### src/sv/dps_pkg.sv
// ----------------------------------------------------------------------------
// dps_pkg: shared definitions for the dual phi^4 stress pipeline
// Holds the field width, the stage count, the gradient pair tables, the
// register indexes, the structs passed between modules and the saturating
// fixed point multiply.
// ----------------------------------------------------------------------------
package dps_pkg;

    localparam int FIELD_W = 32;
    localparam int NSTAGE  = 5;
    localparam int NPAIR   = 6;
    localparam int NAXIS   = 3;
    localparam int NREG    = 6;
    localparam int ADDR_W  = 5;

    // Register indexes (byte address divided by four).
    localparam logic [2:0] REG_BULK_A_FIRST  = 3'd0;
    localparam logic [2:0] REG_BULK_B_FIRST  = 3'd1;
    localparam logic [2:0] REG_KAPPA_FIRST   = 3'd2;
    localparam logic [2:0] REG_BULK_A_SECOND = 3'd3;
    localparam logic [2:0] REG_BULK_B_SECOND = 3'd4;
    localparam logic [2:0] REG_KAPPA_SECOND  = 3'd5;

    // Stage numbers of the pipeline.
    localparam int ST_SQUARE = 0;
    localparam int ST_SCALE  = 1;
    localparam int ST_BULK   = 2;
    localparam int ST_PRESS  = 3;
    localparam int ST_OUT    = 4;

    typedef logic [1:0] axis_t;
    localparam axis_t AXIS_X = 2'd0;
    localparam axis_t AXIS_Y = 2'd1;
    localparam axis_t AXIS_Z = 2'd2;

    // Tensor entries in output order: xx, xy, xz, yy, yz, zz.
    localparam axis_t PAIR_A [NPAIR] = '{AXIS_X, AXIS_X, AXIS_X, AXIS_Y, AXIS_Y, AXIS_Z};
    localparam axis_t PAIR_B [NPAIR] = '{AXIS_X, AXIS_Y, AXIS_Z, AXIS_Y, AXIS_Z, AXIS_Z};

    typedef struct packed {
        logic [NSTAGE-1:0] en;
        logic [NSTAGE-1:0] vld;
    } pipe_ctrl_t;

    typedef struct packed {
        logic signed [FIELD_W-1:0]  ax2;
        logic signed [FIELD_W-1:0]  bx4;
        logic signed [FIELD_W-1:0]  kxl;
        logic signed [FIELD_W-1:0]  kg2;
        logic [NPAIR-1:0][FIELD_W-1:0] kgg;
    } part_terms_t;

    function automatic logic signed [FIELD_W-1:0] sat_s32(input logic signed [63:0] v);
        logic signed [63:0] hi;
        logic signed [63:0] lo;
        hi = 64'sd2147483647;
        lo = -64'sd2147483648;
        if (v > hi)
            return 32'sh7fffffff;
        else if (v < lo)
            return 32'sh80000000;
        else
            return v[FIELD_W-1:0];
    endfunction

    // Exact product, floor shift by the fraction width, then saturation.
    function automatic logic signed [FIELD_W-1:0] fmul(input logic signed [FIELD_W-1:0] a,
                                                       input logic signed [FIELD_W-1:0] b,
                                                       input int unsigned frac);
        logic signed [63:0] prod;
        logic signed [63:0] shifted;
        prod    = 64'(a) * 64'(b);
        shifted = prod >>> frac;
        return sat_s32(shifted);
    endfunction

endpackage

### src/sv/dps_out.sv
// ----------------------------------------------------------------------------
// dps_out: pressure sum and stress assembly
// One stage sums the isotropic pressure and the gradient products of both
// order parameters; the output stage adds the pressure to the diagonal and
// saturates each entry.
// ----------------------------------------------------------------------------
module dps_out (
    input  logic                                    clk,
    input  dps_pkg::pipe_ctrl_t                     ctrl,
    input  dps_pkg::part_terms_t                    terms_first,
    input  dps_pkg::part_terms_t                    terms_second,
    output logic [dps_pkg::NPAIR*dps_pkg::FIELD_W-1:0] stress
);
    import dps_pkg::*;

    localparam int P_W = 36;
    localparam int S_W = 37;

    logic signed [P_W-1:0]                 p0_reg, p0_next;
    logic [NPAIR-1:0][FIELD_W:0]           sk_reg, sk_next;
    logic [NPAIR-1:0][FIELD_W-1:0]         st_reg, st_next;

    function automatic logic signed [P_W-1:0] part_pressure(input part_terms_t t);
        logic signed [P_W-1:0] quad;
        logic signed [P_W-1:0] quart;
        logic signed [P_W-1:0] grad;
        quad  = P_W'(t.ax2) >>> 1;
        quart = (P_W'(t.bx4) * 36'sd3) >>> 2;
        grad  = P_W'(t.kg2) >>> 1;
        return quad + quart - P_W'(t.kxl) - grad;
    endfunction

    always_comb
    begin
        p0_next = part_pressure(terms_first) + part_pressure(terms_second);
        for (int i = 0; i < NPAIR; i++)
        begin
            sk_next[i] = (FIELD_W+1)'($signed(terms_first.kgg[i]))
                       + (FIELD_W+1)'($signed(terms_second.kgg[i]));
        end
    end

    always_comb
    begin
        logic signed [S_W-1:0] s;
        for (int i = 0; i < NPAIR; i++)
        begin
            s = S_W'($signed(sk_reg[i]));
            if (PAIR_A[i] == PAIR_B[i])
                s = s + S_W'(p0_reg);
            st_next[i] = sat_s32(64'(s));
        end
    end

    always_ff @(posedge clk)
    begin
        if (ctrl.en[ST_PRESS])
        begin
            p0_reg <= p0_next;
            sk_reg <= sk_next;
        end
        if (ctrl.en[ST_OUT])
        begin
            st_reg <= st_next;
        end
    end

    assign stress = st_reg;

endmodule

### config.mk
export PLATFORM = sky130hd
export DESIGN_NAME = dps_out
export DESIGN_NICKNAME = d
export VERILOG_FILES = /design/src/sv/dps_pkg.sv /design/src/sv/dps_out.sv
export SDC_FILE = /design/constraint.sdc
export NUM_CORES = 2
export LEC_CHECK = 0
export BUFFER_PORTS_ARGS = -buffer_cell sky130_fd_sc_hd__buf_2
export CORE_ASPECT_RATIO = 0.5
export CORE_MARGIN = 2
export CORE_UTILIZATION = 39
export DETAILED_ROUTE_END_ITERATION = 7
export SLEW_MARGIN = 15
export SYNTH_ARGS = -nofsm -noshare
export SYNTH_HDL_FRONTEND = slang
export SYNTH_SLANG_ARGS = --single-unit
### constraint.sdc
create_clock -name clk -period 8.6 [get_ports clk]
set_input_delay 0.86 -clock clk [delete_from_list [all_inputs] [get_ports clk]]
set_output_delay 0.86 -clock clk [all_outputs]
set_load 0.02 [all_outputs]
# --- After elaboration in Yosys (flattened, before gate mapping) ---
# Cells that the tools add are included.
totals:
  inputBits: 651
  latch_bits: 0
  word_cells: 49
  ram_bits: 0
  romBits: 0
  n_memories: 0
  reg_bits: 426
op_classes:
  div: 0
  bitwise: 0
  reduce_logical: 0
  add_sub_neg: 16
  n_shift: 0
  magnitude_cmp: 12
  n_mux: 6
  n_eq_ne: 0
  mul: 2
ops:
  columns: ["operator", "n"]
  rows:
  - ["32-bit by 32-bit adder with 33-bit output", 6]
  - ["32-bit 2-to-1 mux", 6]
  - ["33-bit by 36-bit adder with 37-bit output", 3]
  - ["37-bit by 32-bit greater-than comparator with 1-bit output, second input constant", 3]
  - ["37-bit by 32-bit less-than comparator with 1-bit output, second input constant", 3]
  - ["33-bit by 32-bit greater-than comparator with 1-bit output, second input constant", 3]
  - ["33-bit by 32-bit less-than comparator with 1-bit output, second input constant", 3]
  - ["35-bit by 31-bit subtractor with 36-bit output", 2]
  - ["32-bit by 3-bit multiplier with 35-bit output, second input constant", 2]
  - ["34-bit by 32-bit subtractor with 35-bit output", 2]
  - ["31-bit by 33-bit adder with 34-bit output", 2]
  - ["36-bit adder", 1]

# --- Depth between registers and ports, before layout ---
depth:
  word_depth: 5
  depth_mapped: 33

# --- Worst setup path before layout ---
# OpenSTA, ideal clock, no wires.
synth_timing:
  kind: "input-to-reg"
  from: "input terms_second[257] (netlist name)"
  to: "register p0_reg[34], data pin"
  arrival_time_ns: 6.927
  setup_ns: 0.258
  setup_slack_ns: 1.415
  cell_stages: 29
  path_cell_list: "ha_1 > ha_1 > inv_1 > fa_1 > nor2b_1 > o21a_1 > o21ai_1 > a31oi_1 > o2111ai_1 > a21oi_1 > a2111oi_0 > xnor2_1 > fa_1 > inv_1 > fa_1 > fa_1 > inv_1 > ha_1 > a41o_1 > a21oi_1 > o21ai_0 > a221oi_1 > o21ai_1 > o221a_2 > a21oi_1 > a21oi_1 > a211o_1 > a21oi_1 > xnor2_1"
synth_between:
  elab_chain_len: 5
synth_lines:
  columns: ["element", "line", "rtl"]
  rows:
  - ["start: declaration", "dps_out.sv:11", "input dps_pkg::part_terms_t terms_second,"]
  - ["32-bit by 3-bit multiplier with 35-bit output", "dps_out.sv:28", "quart = (P_W'(t.bx4) * 36'sd3) >>> 2;"]
  - ["31-bit by 33-bit adder with 34-bit output", "dps_out.sv:30", "return quad + quart - P_W'(t.kxl) - grad;"]
  - ["34-bit by 32-bit subtractor with 35-bit output", "dps_out.sv:30", null]
  - ["35-bit by 31-bit subtractor with 36-bit output", "dps_out.sv:30", null]
  - ["36-bit adder", "dps_out.sv:35", "p0_next = part_pressure(terms_first) + part_pressure(terms_second);"]
  - ["via p0_next[34]", "dps_out.sv:19", "logic signed [P_W-1:0] p0_reg, p0_next;"]
  - ["end signal: assignment", "dps_out.sv:59", "p0_reg <= p0_next;"]
  - ["end: declaration", "dps_out.sv:19", null]
# The timed path passes the listed nets, and every way through them passes these cells.
# A chain may end at the register's enable or synchronous reset.

# --- Worst setup path after layout ---
# Same ends and word-level chain as after synthesis.

==> flow_metrics.env <==
export IMPL_status="completed"
export IMPL_ys_seq_area_frac=0.3225
export IMPL_wire_per_inst_um=19.19
export IMPL_grt_max_degree=133
export IMPL_ys_flop_type="edfxtp_1"
export IMPL_io_buffers=830
export IMPL_cts_resized=0
export IMPL_vias=32980
export IMPL_final_antenna_net_count=0
export IMPL_crit_arrival_ns=7.92
export IMPL_vias_per_cell=5.234
export IMPL_drt_first_pass_iters=5
export IMPL_min_path_type="reg2reg"
export IMPL_clkTransAtPathRegs_ns=0.06
export IMPL_p_leak_nw=21.61
export IMPL_final_common_cell="buf_2"
export IMPL_rsz0062_at_grt="no"
export IMPL_initial_core_util=0.3949
export IMPL_clock_fmax_mhz=132.4
export IMPL_irDropWorstVdd_v=0.0002906
export IMPL_place_gp_congestion=0.9797
export IMPL_ioPinCount=843
export IMPL_setup_violations=0
export IMPL_antenna_found_initial=46
export IMPL_cts_htree_levels=2
export IMPL_die_height_um=229.5
export IMPL_wl_met1_um=50040
export IMPL_grt_pass1_vias=33220
export IMPL_maxSlewHeadroom=0.2579
export IMPL_wl_um=121000
export IMPL_finalMaxSlewViolations=0
export IMPL_syn_avg_cell_area_um2=9.743
export IMPL_drt_iter0_drc=1924
export IMPL_dp_hpwl_um=100700
export IMPL_drt_drc_violations_left=0
export IMPL_wl_met3_um=5370
export IMPL_cp_common_cell="a21oi_1"
export IMPL_critPathMaxStageDelay_ns=0.63
export IMPL_clk_latency_ns=0.63
export IMPL_row_count=82
export IMPL_die_w_um=455
export IMPL_overflow=0
export IMPL_post_cts_buffers=0
export IMPL_async_reset_ff_frac=0
export IMPL_ys_types=92
export IMPL_ys_warn_count=0
export IMPL_grtUsageTotal=0.2266
export IMPL_syn_area_um2=39660
export IMPL_design_die_area_um2=104400
export IMPL_wl_met2_um=61350
export IMPL_cts_tree="built"
export IMPL_layout_common_cells="buf_2 (828), ha_1 (458), inv_1 (445)"
export IMPL_synth_edf_count=426
export IMPL_synth_fp_nets=5388
export IMPL_skew_ns=0.04658
export IMPL_dpl_instance_area_um2=45340
export IMPL_min_period_over_period=0.8780
export IMPL_path_max_fanout=5
export IMPL_grt_pass1_wl_um=183500
export IMPL_cts_made_buffers=46
export IMPL_drive_above_1_share=0.2031
export IMPL_critical_path_class="in2reg"
export IMPL_power_mw=17.07
export IMPL_hold_violations=0
export IMPL_clkSinkCount=426
export IMPL_top_layer="met5"
export IMPL_min_period_ns=7.551
export IMPL_syn_to_final_growth_pct=18.50
export IMPL_slowest_stage="a2111oi_0"
export IMPL_cp_start_kind="primary input"
export IMPL_cts_max_path_buffers=3
export IMPL_core_area_um2=100400
export IMPL_cts_root_buf="clkbuf_16"
export IMPL_nets=6210
export IMPL_synth_seq_cells=426
export IMPL_cap_viol_max_count=0
export IMPL_p_per_area_nw_per_um2=363.1
export IMPL_largest_reg_flops=198
export IMPL_finish_instance_area_um2=47000
export IMPL_worstPathRequired_ns=8.96
export IMPL_ctsHoldBuffers=0
export IMPL_synthCells=4071
export IMPL_fin_setup_tns_ns=0
export IMPL_end_kind="flip-flop"
export IMPL_worst_pin_slew_ns=1.113
[power by group]
group          total, mW  switching (mW)  internal [mW]  leakage (nW)
Combinational       11.0            6.48           4.55          16.7
Sequential          3.89           0.457           3.43          4.10
Clock               2.15           0.907           1.24         0.770
Total               17.1            7.85           9.22          21.6
[area by class of cell]
type / count / area, µm²
repair buffers: 841 / 4280
inverters: 445 / 1670
multi-input cells: 3133 / 24920
clock buffers: 50 / 1187
clock inverters: 34 / 395.4
diodes: 29 / 72.57
well taps: 1344 / 1682
fillers: 9541 / 53440
flip-flops and latches: 426 / 12790
[layer usage]
| layer | vias to the layer above | global-route usage |
|---|---|---|
| li1 | 16230 | - |
| met1 | 15790 | 0.2741 |
| met2 | 742 | 0.4088 |
| met3 | 202 | 0.03611 |
| met4 | 20 | 0.07274 |
| met5 | - | 0 |
[synth_stat cells (19+ instances only)]
library cell  number  area (µm²)
a21boi_0          20       150.1
a211oi_1          29       217.7
ha_1             458        5731
o21a_1            60       450.4
nand3_1           66       330.3
and2_1            24       150.1
o21bai_1          50       375.4
nand2_1          259       972.2
a21o_1           174        1306
o21ai_2           30       262.8
nor2_1           313        1175
nor2b_1           53       331.6
edfxtp_1         426       12790
a31oi_1           21       131.4
nand4_1           29       181.4
o21ai_1           49       245.2
clkbuf_1          53       198.9
nand2b_1          40       250.2
xor2_1           106       928.4
inv_1            445        1670
nor3_1            51       255.2
o31ai_1           19       142.6
and3_1            26       162.7
fa_1             208        4164
xnor2_1          219        1918
a21oi_1          316        1582
o21ai_0          300        1501
[final timing paths]
path / start / endpoint / slack [ns] / depth (start not counted)
worst min-delay path: sk_reg[142] / stress[138] / 0.55 / 2
worst max-delay path: terms_second[257] / p0_reg[34] / 1.05 / 30
worst min register to register: sk_reg[142] / stress[138] / 0.55 / 2
worst max register to register: p0_reg[1] / stress[18] / 3.56 / 11
[through the flow]
stage                     setup WS [ns]  utilization  hold WS, ns  instances
final                             1.049       0.4679       0.5485       6302
after CTS                         1.176       0.4672       0.5067       6273
after floorplan                   1.415            -       0.5262       4071
after detailed placement         0.5180       0.4514       0.5391       6189
after global routing             0.5576       0.4677       0.5243       6292
after global placement           0.5436       0.4514       0.5287       6189
[cells by family (layout without fill, tap and decap cells)]
family / Yosys count / in the layout / share of synthesized area
mux: 4 / 4 / 0.001010
fa+ha+maj: 666 / 666 / 0.2495
flops: 426 / 426 / 0.3225
xor+xnor: 326 / 326 / 0.07218
buf+inv: 512 / 1370 / 0.04984
other cells: 0 / 29 / 0
compound gates: 1224 / 1224 / 0.1991
simple gates: 913 / 913 / 0.1059
[critical path, delay by kind of cell]
family / cells / cell delay [ns]
fa+ha+maj: 7 / 2.58
xor+xnor: 2 / 0.25
buf+inv: 4 / 0.27
simple gates: 1 / 0.05
compound gates: 16 / 3.91
Note: power is estimated with default switching activity, not from simulation.
