File: src/sv/dps_pkg.sv
// ----------------------------------------------------------------------------
// dps_pkg: shared definitions for the dual phi^4 stress pipeline
// Holds the field width, the stage count, the gradient pair tables, the
// register indexes, the structs passed between modules and the saturating
// fixed point multiply.
// ----------------------------------------------------------------------------
package dps_pkg;

    localparam int FIELD_W = 32;
    localparam int NSTAGE  = 5;
    localparam int NPAIR   = 6;
    localparam int NAXIS   = 3;
    localparam int NREG    = 6;
    localparam int ADDR_W  = 5;

    // Register indexes (byte address divided by four).
    localparam logic [2:0] REG_BULK_A_FIRST  = 3'd0;
    localparam logic [2:0] REG_BULK_B_FIRST  = 3'd1;
    localparam logic [2:0] REG_KAPPA_FIRST   = 3'd2;
    localparam logic [2:0] REG_BULK_A_SECOND = 3'd3;
    localparam logic [2:0] REG_BULK_B_SECOND = 3'd4;
    localparam logic [2:0] REG_KAPPA_SECOND  = 3'd5;

    // Stage numbers of the pipeline.
    localparam int ST_SQUARE = 0;
    localparam int ST_SCALE  = 1;
    localparam int ST_BULK   = 2;
    localparam int ST_PRESS  = 3;
    localparam int ST_OUT    = 4;

    typedef logic [1:0] axis_t;
    localparam axis_t AXIS_X = 2'd0;
    localparam axis_t AXIS_Y = 2'd1;
    localparam axis_t AXIS_Z = 2'd2;

    // Tensor entries in output order: xx, xy, xz, yy, yz, zz.
    localparam axis_t PAIR_A [NPAIR] = '{AXIS_X, AXIS_X, AXIS_X, AXIS_Y, AXIS_Y, AXIS_Z};
    localparam axis_t PAIR_B [NPAIR] = '{AXIS_X, AXIS_Y, AXIS_Z, AXIS_Y, AXIS_Z, AXIS_Z};

    typedef struct packed {
        logic [NSTAGE-1:0] en;
        logic [NSTAGE-1:0] vld;
    } pipe_ctrl_t;

    typedef struct packed {
        logic signed [FIELD_W-1:0]  ax2;
        logic signed [FIELD_W-1:0]  bx4;
        logic signed [FIELD_W-1:0]  kxl;
        logic signed [FIELD_W-1:0]  kg2;
        logic [NPAIR-1:0][FIELD_W-1:0] kgg;
    } part_terms_t;

    function automatic logic signed [FIELD_W-1:0] sat_s32(input logic signed [63:0] v);
        logic signed [63:0] hi;
        logic signed [63:0] lo;
        hi = 64'sd2147483647;
        lo = -64'sd2147483648;
        if (v > hi)
            return 32'sh7fffffff;
        else if (v < lo)
            return 32'sh80000000;
        else
            return v[FIELD_W-1:0];
    endfunction

    // Exact product, floor shift by the fraction width, then saturation.
    function automatic logic signed [FIELD_W-1:0] fmul(input logic signed [FIELD_W-1:0] a,
                                                       input logic signed [FIELD_W-1:0] b,
                                                       input int unsigned frac);
        logic signed [63:0] prod;
        logic signed [63:0] shifted;
        prod    = 64'(a) * 64'(b);
        shifted = prod >>> frac;
        return sat_s32(shifted);
    endfunction

endpackage

File: src/sv/dps_ctrl.sv
// ----------------------------------------------------------------------------
// dps_ctrl: valid chain and stage enables
// Each stage loads when it is empty or when the stage after it moves on, so
// bubbles are squeezed out and nothing is lost or repeated under stall.
// ----------------------------------------------------------------------------
module dps_ctrl (
    input  logic                clk,
    input  logic                rst_n,
    input  logic                s_tvalid,
    output logic                s_tready,
    output logic                m_tvalid,
    input  logic                m_tready,
    output dps_pkg::pipe_ctrl_t ctrl
);
    import dps_pkg::*;

    logic [NSTAGE-1:0] vld_reg;
    logic [NSTAGE-1:0] vld_next;
    logic [NSTAGE-1:0] en;

    always_comb
    begin
        en[NSTAGE-1] = !vld_reg[NSTAGE-1] || m_tready;
        for (int i = NSTAGE - 2; i >= 0; i--)
        begin
            en[i] = !vld_reg[i] || en[i+1];
        end
    end

    always_comb
    begin
        vld_next[0] = en[0] ? s_tvalid : vld_reg[0];
        for (int i = 1; i < NSTAGE; i++)
        begin
            vld_next[i] = en[i] ? vld_reg[i-1] : vld_reg[i];
        end
    end

    always_ff @(posedge clk or negedge rst_n)
    begin
        if (!rst_n)
            vld_reg <= '0;
        else
            vld_reg <= vld_next;
    end

    assign s_tready = en[0];
    assign m_tvalid = vld_reg[NSTAGE-1];
    assign ctrl.en  = en;
    assign ctrl.vld = vld_reg;

    // A full stage that cannot move on keeps its item.
    a_hold_stage: assert property (@(posedge clk) disable iff (!rst_n)
        vld_reg[ST_PRESS] && !en[ST_OUT] |=> vld_reg[ST_PRESS])
        else $error("stalled pressure stage lost its item");

    // An empty output stage never blocks the input side.
    a_ready_when_empty: assert property (@(posedge clk) disable iff (!rst_n)
        !vld_reg[ST_OUT] |-> s_tready)
        else $error("input stalled while output stage empty");

    // An accepted beat occupies the first stage in the cycle after it is accepted.
    a_accept_fills: assert property (@(posedge clk) disable iff (!rst_n)
        s_tvalid && s_tready |=> vld_reg[ST_SQUARE])
        else $error("accepted beat missing from first stage");

    // A result leaving with a full stage behind it is replaced at once.
    a_refill: assert property (@(posedge clk) disable iff (!rst_n)
        m_tvalid && m_tready && vld_reg[ST_PRESS] |=> m_tvalid)
        else $error("output stage not refilled");

endmodule

File: config.mk
export PLATFORM = sky130hd
export DESIGN_NAME = dps_ctrl
export DESIGN_NICKNAME = d
export VERILOG_FILES = /design/src/sv/dps_pkg.sv /design/src/sv/dps_ctrl.sv
export SDC_FILE = /design/constraint.sdc
export NUM_CORES = 1
export LEC_CHECK = 0
export BUFFER_PORTS_ARGS = -buffer_cell sky130_fd_sc_hd__buf_2
export CAP_MARGIN = 20
export CORE_AREA = 2 2 39 41
export CTS_BUF_LIST = sky130_fd_sc_hd__clkbuf_8
export CTS_CLUSTER_DIAMETER = 80
export DETAILED_ROUTE_END_ITERATION = 8
export DIE_AREA = 0 0 41 43
export SETUP_SLACK_MARGIN = 0.02
export SLEW_MARGIN = 20
export SYNTH_ARGS = -nofsm -noshare
export SYNTH_HDL_FRONTEND = slang
export SYNTH_SLANG_ARGS = --single-unit
File: constraint.sdc
create_clock -name clk -period 1.85 [get_ports clk]
set_clock_uncertainty 0.1 [all_clocks]
set_input_delay 0.0925 -clock clk [delete_from_list [all_inputs] [get_ports clk]]
set_output_delay 0.0925 -clock clk [all_outputs]
set_load 0.03 [all_outputs]
# After elaboration in Yosys (flattened, before gate mapping)
# Index checks and enable logic that the tools add are counted.
dict set report totals {
  register_bits 5
  input_bits 4
  out_inout_bits 12
  word_cells 15
}
dict set report op_classes {
  reduce_logical 10
}
# op count
set ops {}
lappend ops {{1-bit logical NOT} 5}
lappend ops {{1-bit logical OR} 5}

# Longest topological paths before layout
# Gate-level depths: netlist (run 1).
dict set report logic_depth {
  word_depth 6
  ltp_mapped 4
  ltp_nobuf 2
}

# Least setup slack after synthesis (run 1)
# Ideal clock, no wire load.
dict set report synth_path {
  kind {register -> output}
  startpoint {register vld_reg[4]}
  endpoint {output port ctrl[5] in the netlist's numbering}
  required_time_ps 1657
  n_path_buf 2
  setup_slack_ps 199
  arrival_ps 1458
  stages_incl_launch_ff 5
  path_cell_list {dfrtp_1 and4b_1 buf_6 nand3_1 buf_4}
}
dict set report synth_between {
  elab_chain_len 6
}
# element line_no
set synth_rtl {}
lappend synth_rtl {{from (decl)} dps_ctrl.sv:17} ;# logic [NSTAGE-1:0] vld_reg;
lappend synth_rtl {{from (signal assigned)} dps_ctrl.sv:44} ;# vld_reg <= vld_next;
lappend synth_rtl {{1-bit logical NOT} dps_ctrl.sv:23} ;# en[NSTAGE-1] = !vld_reg[NSTAGE-1] || m_tready;
lappend synth_rtl {{1-bit logical OR} dps_ctrl.sv:23}
lappend synth_rtl {{1-bit logical OR (4 in a row)} dps_ctrl.sv:26} ;# en[i] = !vld_reg[i] || en[i+1];
lappend synth_rtl {{to (decl)} dps_ctrl.sv:13} ;# output dps_pkg::pipe_ctrl_t ctrl
# No other way between the ends.

==> flow_metrics.tcl, run 1 <==
set metrics [dict create \
    synth.area.top_cells "dfrtp_1, nand2b_1, buf_4, buf_6, and4b_1" \
    cp_max_fo 6 \
    firstDrtPassIters 2 \
    reg2reg_from "vld_reg[3]" \
    cts_max_level 1 \
    cts_setup_buffers 0 \
    cp.arrival_ps 1210 \
    synth_top_family_by_area "simple AND/OR/NAND/NOR gates" \
    pwr-share-seq 0.305 \
    hold_path_end "vld_reg[4]" \
    dieWidth_um 41 \
    netlist_area_um2 223 \
    r2r_cells 2 \
    status "completed" \
    initial_utilization 0.161 \
    fin_crit_sh 0.758 \
    place_inst 47 \
    antenna_found_initial 0 \
    clk-insertion-delay-late_ps 210 \
    worstHoldStart "m_tready" \
    port_buffers 15 \
    yosysTopAreaCellShare 0.562 \
    p_comb_frac 0.269 \
    path_cells "and4b_1 > nand3_1 > buf_2" \
    largest_reg_flops 5 \
    ant_nets 0 \
    fillCellCount 154 \
    viasPerCell 3.72 \
    synth-xor-area-share 0 \
    syn_nets 23 \
    layout-drive-gt1-share 0.486 \
    routedWlPerCell_um 8.23 \
    startpoint_type "flop" \
    clock_power_share 0.426 \
    wl_um 436 \
    setup_tns_ps 0 \
    diodes 0 \
    ff2ff_setup_slack_ps 740 \
    grt_remaining_overflow 0 \
    num_vias 197 \
    yosys_warnings 0 \
    postSynthCellCount 19 \
    p_leak_uw 0.000167 \
    grt_first_pass_wirelength_um 593 \
    clkTransAtPathRegs_ps 30 \
    gp_routability_congestion 0.536 \
    max_stage_delay_ps 390 \
    relSlewSlack 0.873 \
    setup_viol 0 \
    required_ps 1660 \
    final_hold_viol_count 0 \
    numCtsBuffers 3 \
    ys_top_cells_by_count "dfrtp_1, nand2b_1, buf_4" \
    drcViolationCount 0 \
    clock_sinks 5 \
    ys_ff_latch 5 \
    timing.fmax_ghz 0.713 \
    dieArea_mm2 0.00176 \
    path_class "flop to output port" \
    crit_path_end_kind "output port" \
    cts_tree "yes" \
    clockRootBuffer "clkbuf_8" \
    nets 42 \
    critPathSlowestCell "dfrtp_1" \
    whs_path_depth 3 \
    worst_pin_slew_ps 190 \
    async_reset_ff_frac 1.00 \
    area_growth_pct 60.1 \
    rsz0062_at_grt "false" \
    num_rows 14 \
    avgSynthCellArea_um2 11.7 \
    drtIter0Drc 1 \
    min_period_ps 1400 \
    ir_worst_vdd_mv 0.192 \
    drv_cap 0 \
    synth_cell_types 12 \
    yosysMostFrequentCell "dfrtp_1" \
    io_pins 16 \
    yosysTopAreaCell "dfrtp_1" \
    switching_share 0.318 \
    p_per_area_mw_per_mm2 1240 \
    hold_class "input pin to flop" \
    worst-path-buf-inv 1 \
    synthMuxAreaShare 0 \
    ys_seq_area_frac 0.562 \
    grt_pass1_vias 170 \
    p_int_uw 301 \
    p_sw_uw 140 \
    critPathTopFamily "simple AND/OR/NAND/NOR gates" \
    grt.total_usage 0.0514 \
    post-dp-hpwl_um 360 \
    clock_path_buffers 2 \
    synth_fa_ha_area_frac 0 \
    layout.cells.non_filler 53 \
    core_area_mm2 0.00138 \
    synth_edf_count 0 \
    grt_max_degree 7 \
    synthSimpleGateAreaFrac 0.230 \
    rr_endpoint "vld_reg[0]" \
    dieHeight_um 43 \
    drv_slew 0 \
    ys.flop_type "dfrtp_1" \
    synth_compound_area_frac 0.0730 \
]
==> stage by stage <==
| stage | util | cell area (um2) | setup WS [ps] | power, uW | hold WS, ps |
|---|---|---|---|---|---|
| floorplan | - | 223 | 199 | 227 | -303 |
| global placement | 0.211 | 292 | 695 | 252 | -190 |
| detailed placement | 0.211 | 292 | 658 | 253 | -188 |
| CTS | 0.258 | 357 | 428 | 446 | 80.6 |
| global route | 0.258 | 357 | 349 | 466 | 93.6 |
| finish | 0.258 | 357 | 448 | 441 | 80.3 |
==> cells by family after synthesis <==
kind of cell | count (synthesis)
compound gates | 2
simple gates | 8
buf+inv | 4
flops | 5
==> worst register-to-register path, cell delays in order, from the launching register on <==
cell,delay [ps]
dfrtp_1,390
and4b_1,270
a31o_1,230
==> placed cells by master (no fill, tap or decap) <==
cell type / instances
buf_2: 15
nand2_1: 1
dfrtp_1: 5
nand3_1: 1
nand3b_1: 1
a21o_1: 1
and4b_1: 1
nand2b_1: 3
or2_1: 1
clkbuf_8: 3
dlygate4sd3_1: 2
inv_1: 2
a31o_1: 1
==> worst max path at each step <==
stage          startpoint       end  slack, ps  cells past startpoint
6_report       vld_reg[4]   ctrl[5]        450                      3
5_1_grt        vld_reg[4]  s_tready        350                      3
4_1_cts        vld_reg[4]   ctrl[5]        430                      3
3_5_place_dp   vld_reg[4]   ctrl[5]        660                      3
3_3_place_gp   vld_reg[4]  s_tready        690                      3
2_1_floorplan  vld_reg[4]   ctrl[5]        200                      4
==> power by group through the flow <==
stage / clock (uW) / combinational, uW / sequential (uW)
finish: 188 / 118 / 134
CTS: 192 / 120 / 135
global placement: 0 / 116 / 135
global route: 202 / 127 / 136
floorplan: 0 / 66.6 / 160
detailed placement: 0 / 117 / 136
==> layout make-up <==
cell class,instances,area [um2],area share
sequential,5,125,0.351
multi-input combinational,10,67.6,0.189
clock inverter,1,3.75,0.0105
inverter,1,3.75,0.0105
timing repair buffer,17,95.1,0.267
tap,16,20.0,0.0561
clock buffer,3,41.3,0.116
==> what timing repair did <==
item | 4_1_cts | 5_1_grt
hold endpoints to repair | 6 | 0
gates resized for setup | 0 | 0
hold buffers | 2 | 0
==> routing by layer <==
metal | vias to the layer above | global-route usage | part of all wire
met5 | - | 0 | 0
met4 | 0 | 0.0400 | 0
met3 | 0 | 0.0314 | 0.11
met2 | 9 | 0.0781 | 0.50
met1 | 90 | 0.0455 | 0.40
li1 | 98 | - | -
Note: power is estimated with default switching activity, not from simulation.
==> run 2: changes to the inputs <==
Clock period 1.85 ns to 1.4 ns, I/O delays scaled along.
==> run 2 against run 1 <==
Against the previous run: sequential power rose by 36%; worst hold slack got worse by 24 ps; die area did not move; setup slack got worse by 390 ps; cell area rose by 7.0%; critical path depth did not move; count of clock-buffer cells in the layout did not move; flip-flop and latch count did not move; combinational power rose by 44%; critical path type unchanged.
==> flow_metrics.tcl, run 2 (synthesis gave the netlist of run 1 again) <==
set metrics [dict create \
    dieHeight_um 43 \
    min_period_ps 1340 \
    drv_slew 0 \
    core_area_mm2 0.00138 \
    cts_tree "yes" \
    path_class "flop to output port" \
    grt_pass1_vias 165 \
    clkTransAtPathRegs_ps 40 \
    final_core_util 0.276 \
    ant_nets 0 \
    final_cell_mix "buf_2, nand2b_1, clkbuf_8, buf_4, dfrtp_2" \
    area_growth_pct 71.3 \
    viasPerCell 3.93 \
    setup_tns_ps 0 \
    cp.arrival_ps 1170 \
    grt_max_degree 7 \
    drtIter0Drc 1 \
    ir_worst_vdd_mv 0.601 \
    place_inst 47 \
    cts_max_level 1 \
    hold_class "input pin to flop" \
    final_hold_viol_count 0 \
    clock_sinks 5 \
    largest_reg_flops 5 \
    clock_path_buffers 2 \
    grt_remaining_overflow 0 \
    timing.fmax_ghz 0.745 \
    wl_um 502 \
    diodes 0 \
    startpoint_type "flop" \
    layout.cells.non_filler 54 \
    fin_crit_sh 0.959 \
    drcViolationCount 0 \
    crit_path_end_kind "output port" \
    max_stage_delay_ps 380 \
    num_rows 14 \
    initial_utilization 0.161 \
    layout-drive-gt1-share 0.632 \
    post-dp-hpwl_um 366 \
    numCtsBuffers 3 \
    firstDrtPassIters 2 \
    nets 43 \
    rsz0062_at_grt "true" \
    dieWidth_um 41 \
    num_vias 212 \
    gp_routability_congestion 0.626 \
    grt_first_pass_wirelength_um 724 \
    clk-insertion-delay-late_ps 220 \
    power.total_uw 610 \
    required_ps 1230 \
    layout_commonest_cell "buf_2" \
    antenna_found_initial 0 \
    routedWlPerCell_um 9.30 \
    path_cells "and4b_2 > nand3_2 > buf_4" \
    grt.total_usage 0.0716 \
    setup_viol 0 \
    worst_pin_slew_ps 183 \
    port_buffers 15 \
    io_pins 16 \
    p_per_area_mw_per_mm2 1600 \
    clockRootBuffer "clkbuf_8" \
    dieArea_mm2 0.00176 \
    p_leak_uw 0.000176 \
    relSlewSlack 0.878 \
    drv_cap 0 \
    critPathSlowestCell "dfrtp_2" \
    status "completed" \
    cp_max_fo 6 \
]
-- run 2: worst paths after layout --
check	slack (ps)	from	endpoint	depth (start not counted)
hold reg to reg	380	vld_reg[2]	vld_reg[3]	1
min in group asynchronous	90	rst_n	vld_reg[4]	2
setup / recovery	60	vld_reg[4]	ctrl[5]	3
setup reg to reg	160	vld_reg[3]	vld_reg[0]	3
hold / removal	60	m_tready	vld_reg[4]	3
max in group asynchronous	960	rst_n	vld_reg[3]	2
-- run 2: power breakdown --
part	leakage (uW)	switching [uW]	internal, uW	total, uW
registers	0.0000508	18.0	164	182
logic	0.0000979	112	58.3	170
clock network	0.0000269	70.2	188	258
total	0.000176	200	410	610
-- run 2: critical path: cells and delay by family, from the launching register on --
kind	cells	cell delay, ps
and+or+nand+nor	2	390
DFF	1	380
buffers and inverters	1	180
-- run 2: what timing repair did --
action                                  4_1_cts  5_1_grt
hold buffers                                  2        0
gates resized for setup                       1        5
endpoints found under the setup margin        2        4
buffers inserted                              0        1
gates cloned                                  0        0
pin swaps                                     0        1
hold endpoints to repair                      6        0
-- run 2: through the flow --
stage | cell area [um2] | hold WS [ps] | setup slack [ps]
detailed placement | 300 | -208 | 255
global placement | 300 | -210 | 275
global route | 382 | 59.8 | 0.258
floorplan | 235 | -326 | 24.4
finish | 382 | 56.5 | 57.8
CTS | 367 | 52.8 | 18.2
-- run 2: layer usage --
metal  track usage  vias up  wire (um)
li1              -      100          -
met1        0.0719       97        214
met2        0.0781       13        188
met3        0.0785        2         89
met4        0.0600        0         10
met5             0        -          0
-- run 2: final cells by class --
type | count | area (um2)
clock buffer | 3 | 41.3
clock inverter | 1 | 3.75
fill | 152 | 1000
inverter | 1 | 3.75
multi-input combinational | 10 | 73.8
sequential | 5 | 129
tap | 16 | 20.0
timing repair buffer | 18 | 110
==> run 3: changes to the inputs <==
==> constraint.sdc (replaced) <==
create_clock -name clk -period 1.4 [get_ports clk]
set_clock_uncertainty 0.1 [all_clocks]
set_input_delay 0.07 -clock clk [delete_from_list [all_inputs] [get_ports clk]]
set_output_delay 0.07 -clock clk [all_outputs]
set_load 0.02 [all_outputs]
==> run 3 against run 2 <==
Against the previous run: sequential power about the same; clock power hardly changed; utilization grew 1.4 points; worst hold slack worse by 8.4 ps; largest cell class unchanged.
==> flow_metrics.tcl, run 3 (synthesis gave the netlist of run 1 again) <==
set metrics [dict create \
    cts_tree "yes" \
    grt_max_degree 7 \
    clk-insertion-delay-late_ps 220 \
    critPathSlowestCell "dfrtp_2" \
    layout-drive-gt1-share 0.615 \
    diodes 0 \
    startpoint_type "flop" \
    clockRootBuffer "clkbuf_8" \
    worstHoldStart "m_tready" \
    rsz0062_at_grt "true" \
    setup_tns_ps 0 \
    startpoint "vld_reg[3]" \
    final_core_util 0.289 \
    required_ps 1230 \
    p_int_uw 415 \
    crit_path_end "s_tready" \
    nets 44 \
    fin_crit_sh 0.956 \
    dieHeight_um 43 \
    worst_slack_ps 61.2 \
    ant_nets 0 \
    timing.fmax_ghz 0.747 \
    drv_cap 0 \
    area_growth_pct 79.8 \
    worst-path-buf-inv 1 \
    layout_commonest_cell "buf_2" \
    gp_routability_congestion 0.678 \
    grt_first_pass_wirelength_um 855 \
    io_pins 16 \
    dieWidth_um 41 \
    core_area_mm2 0.00138 \
    grt_remaining_overflow 0 \
    clock_path_buffers 2 \
    max_stage_delay_ps 380 \
    crit_path_end_kind "output port" \
    critPathTopFamily "simple AND/OR/NAND/NOR gates" \
    cp.arrival_ps 1170 \
    relSlewSlack 0.852 \
    place_ws_ps 237 \
    cts_max_level 1 \
    numCtsBuffers 3 \
    drcViolationCount 0 \
    num_rows 14 \
    setup_viol 0 \
    grt_pass1_vias 193 \
    r2r_cells 3 \
    p_per_area_mw_per_mm2 1490 \
    routedWlPerCell_um 11.3 \
    ff2ff_setup_slack_ps 150 \
    clock_sinks 5 \
    wl_um 619 \
    firstDrtPassIters 2 \
    min_period_ps 1340 \
    viasPerCell 4.07 \
    path_class "flop to output port" \
    path_cells "and4b_2 > nand3_4 > buf_6" \
    reg2reg_from "vld_reg[3]" \
    num_vias 224 \
    fin_hold_ws_ps 48.1 \
    final_hold_viol_count 0 \
    final_cell_mix "buf_2, nand2b_1, clkbuf_8, dfrtp_1" \
    port_buffers 15 \
    initial_utilization 0.161 \
    rr_endpoint "vld_reg[2]" \
    power.total_uw 595 \
    p_comb_frac 0.258 \
    worst_pin_slew_ps 223 \
    dieArea_mm2 0.00176 \
    clock_power_share 0.435 \
    p_sw_uw 180 \
    largest_reg_flops 5 \
    clkTransAtPathRegs_ps 40 \
    drtIter0Drc 10 \
    post-dp-hpwl_um 435 \
    drv_slew 0 \
    p_leak_uw 0.000183 \
    hold_class "input pin to flop" \
    status "completed" \
    pwr-share-seq 0.308 \
    switching_share 0.302 \
    antenna_found_initial 0 \
    crit_cells 3 \
    cp_max_fo 5 \
    ir_worst_vdd_mv 0.482 \
    grt.total_usage 0.0757 \
]
## run 3: changes by cell type in the layout (fill, tap and decap cells not counted)
cell      previous run  this run
nand3_2              1         0
buf_4                3         2
buf_6                0         2
dfrtp_1              2         3
dfrtp_2              3         2
nand3_4              0         1
buf_2               12        13
clkbuf_4             1         0
## run 3: power groups by stage
stage	registers (uW)	clock network, uW	logic (uW)
floorplan	201	0	73.4
global placement	182	0	128
detailed placement	184	0	127
CTS	182	264	133
global route	185	277	168
finish	183	259	153
## run 3: how the worst min path moves through the flow
| stage | end | slack (ps) | depth (start not counted) |
|---|---|---|---|
| floorplan | vld_reg[0] | -330 | 0 |
| global placement | vld_reg[0] | -210 | 1 |
| detailed placement | vld_reg[0] | -210 | 1 |
| CTS | vld_reg[4] | 50 | 3 |
| global route | vld_reg[4] | 90 | 3 |
| finish | vld_reg[4] | 50 | 3 |
## run 3: per-layer routing
layer  global-route usage  part of all wire  vias to the layer above
li1                     -                 -                      100
met1               0.0980              0.47                      105
met2               0.0906              0.37                       19
met3               0.0681              0.16                        0
met4               0.0200                 0                        0
met5                    0                 0                        -
## run 3: cell type report
class / instances / area, um2
tap: 16 / 20.0
fill: 153 / 983
clock buffer: 3 / 41.3
inverter: 1 / 3.75
sequential: 5 / 128
timing repair buffer: 19 / 123
clock inverter: 1 / 3.75
multi-input combinational: 10 / 81.3
## run 3: tightest hold or removal path, cell delays in order
cell and delay (ps):
buf_2 90, nand2b_1 110, nand2b_1 50
## run 3: metrics by stage
| step | instance area (um2) | cells |
|---|---|---|
| after global routing | 400 | 55 |
| after detailed placement | 299 | 47 |
| after global placement | 299 | 47 |
| final | 400 | 55 |
| after CTS | 365 | 53 |
| after floorplan | 230 | 19 |
## run 3: what timing repair did
item,CTS,global route
pin swaps,0,1
buffers inserted,0,2
hold buffers,2,0
endpoints found under the hold margin,6,0
endpoints found under the setup margin,2,3
resized for setup,1,5
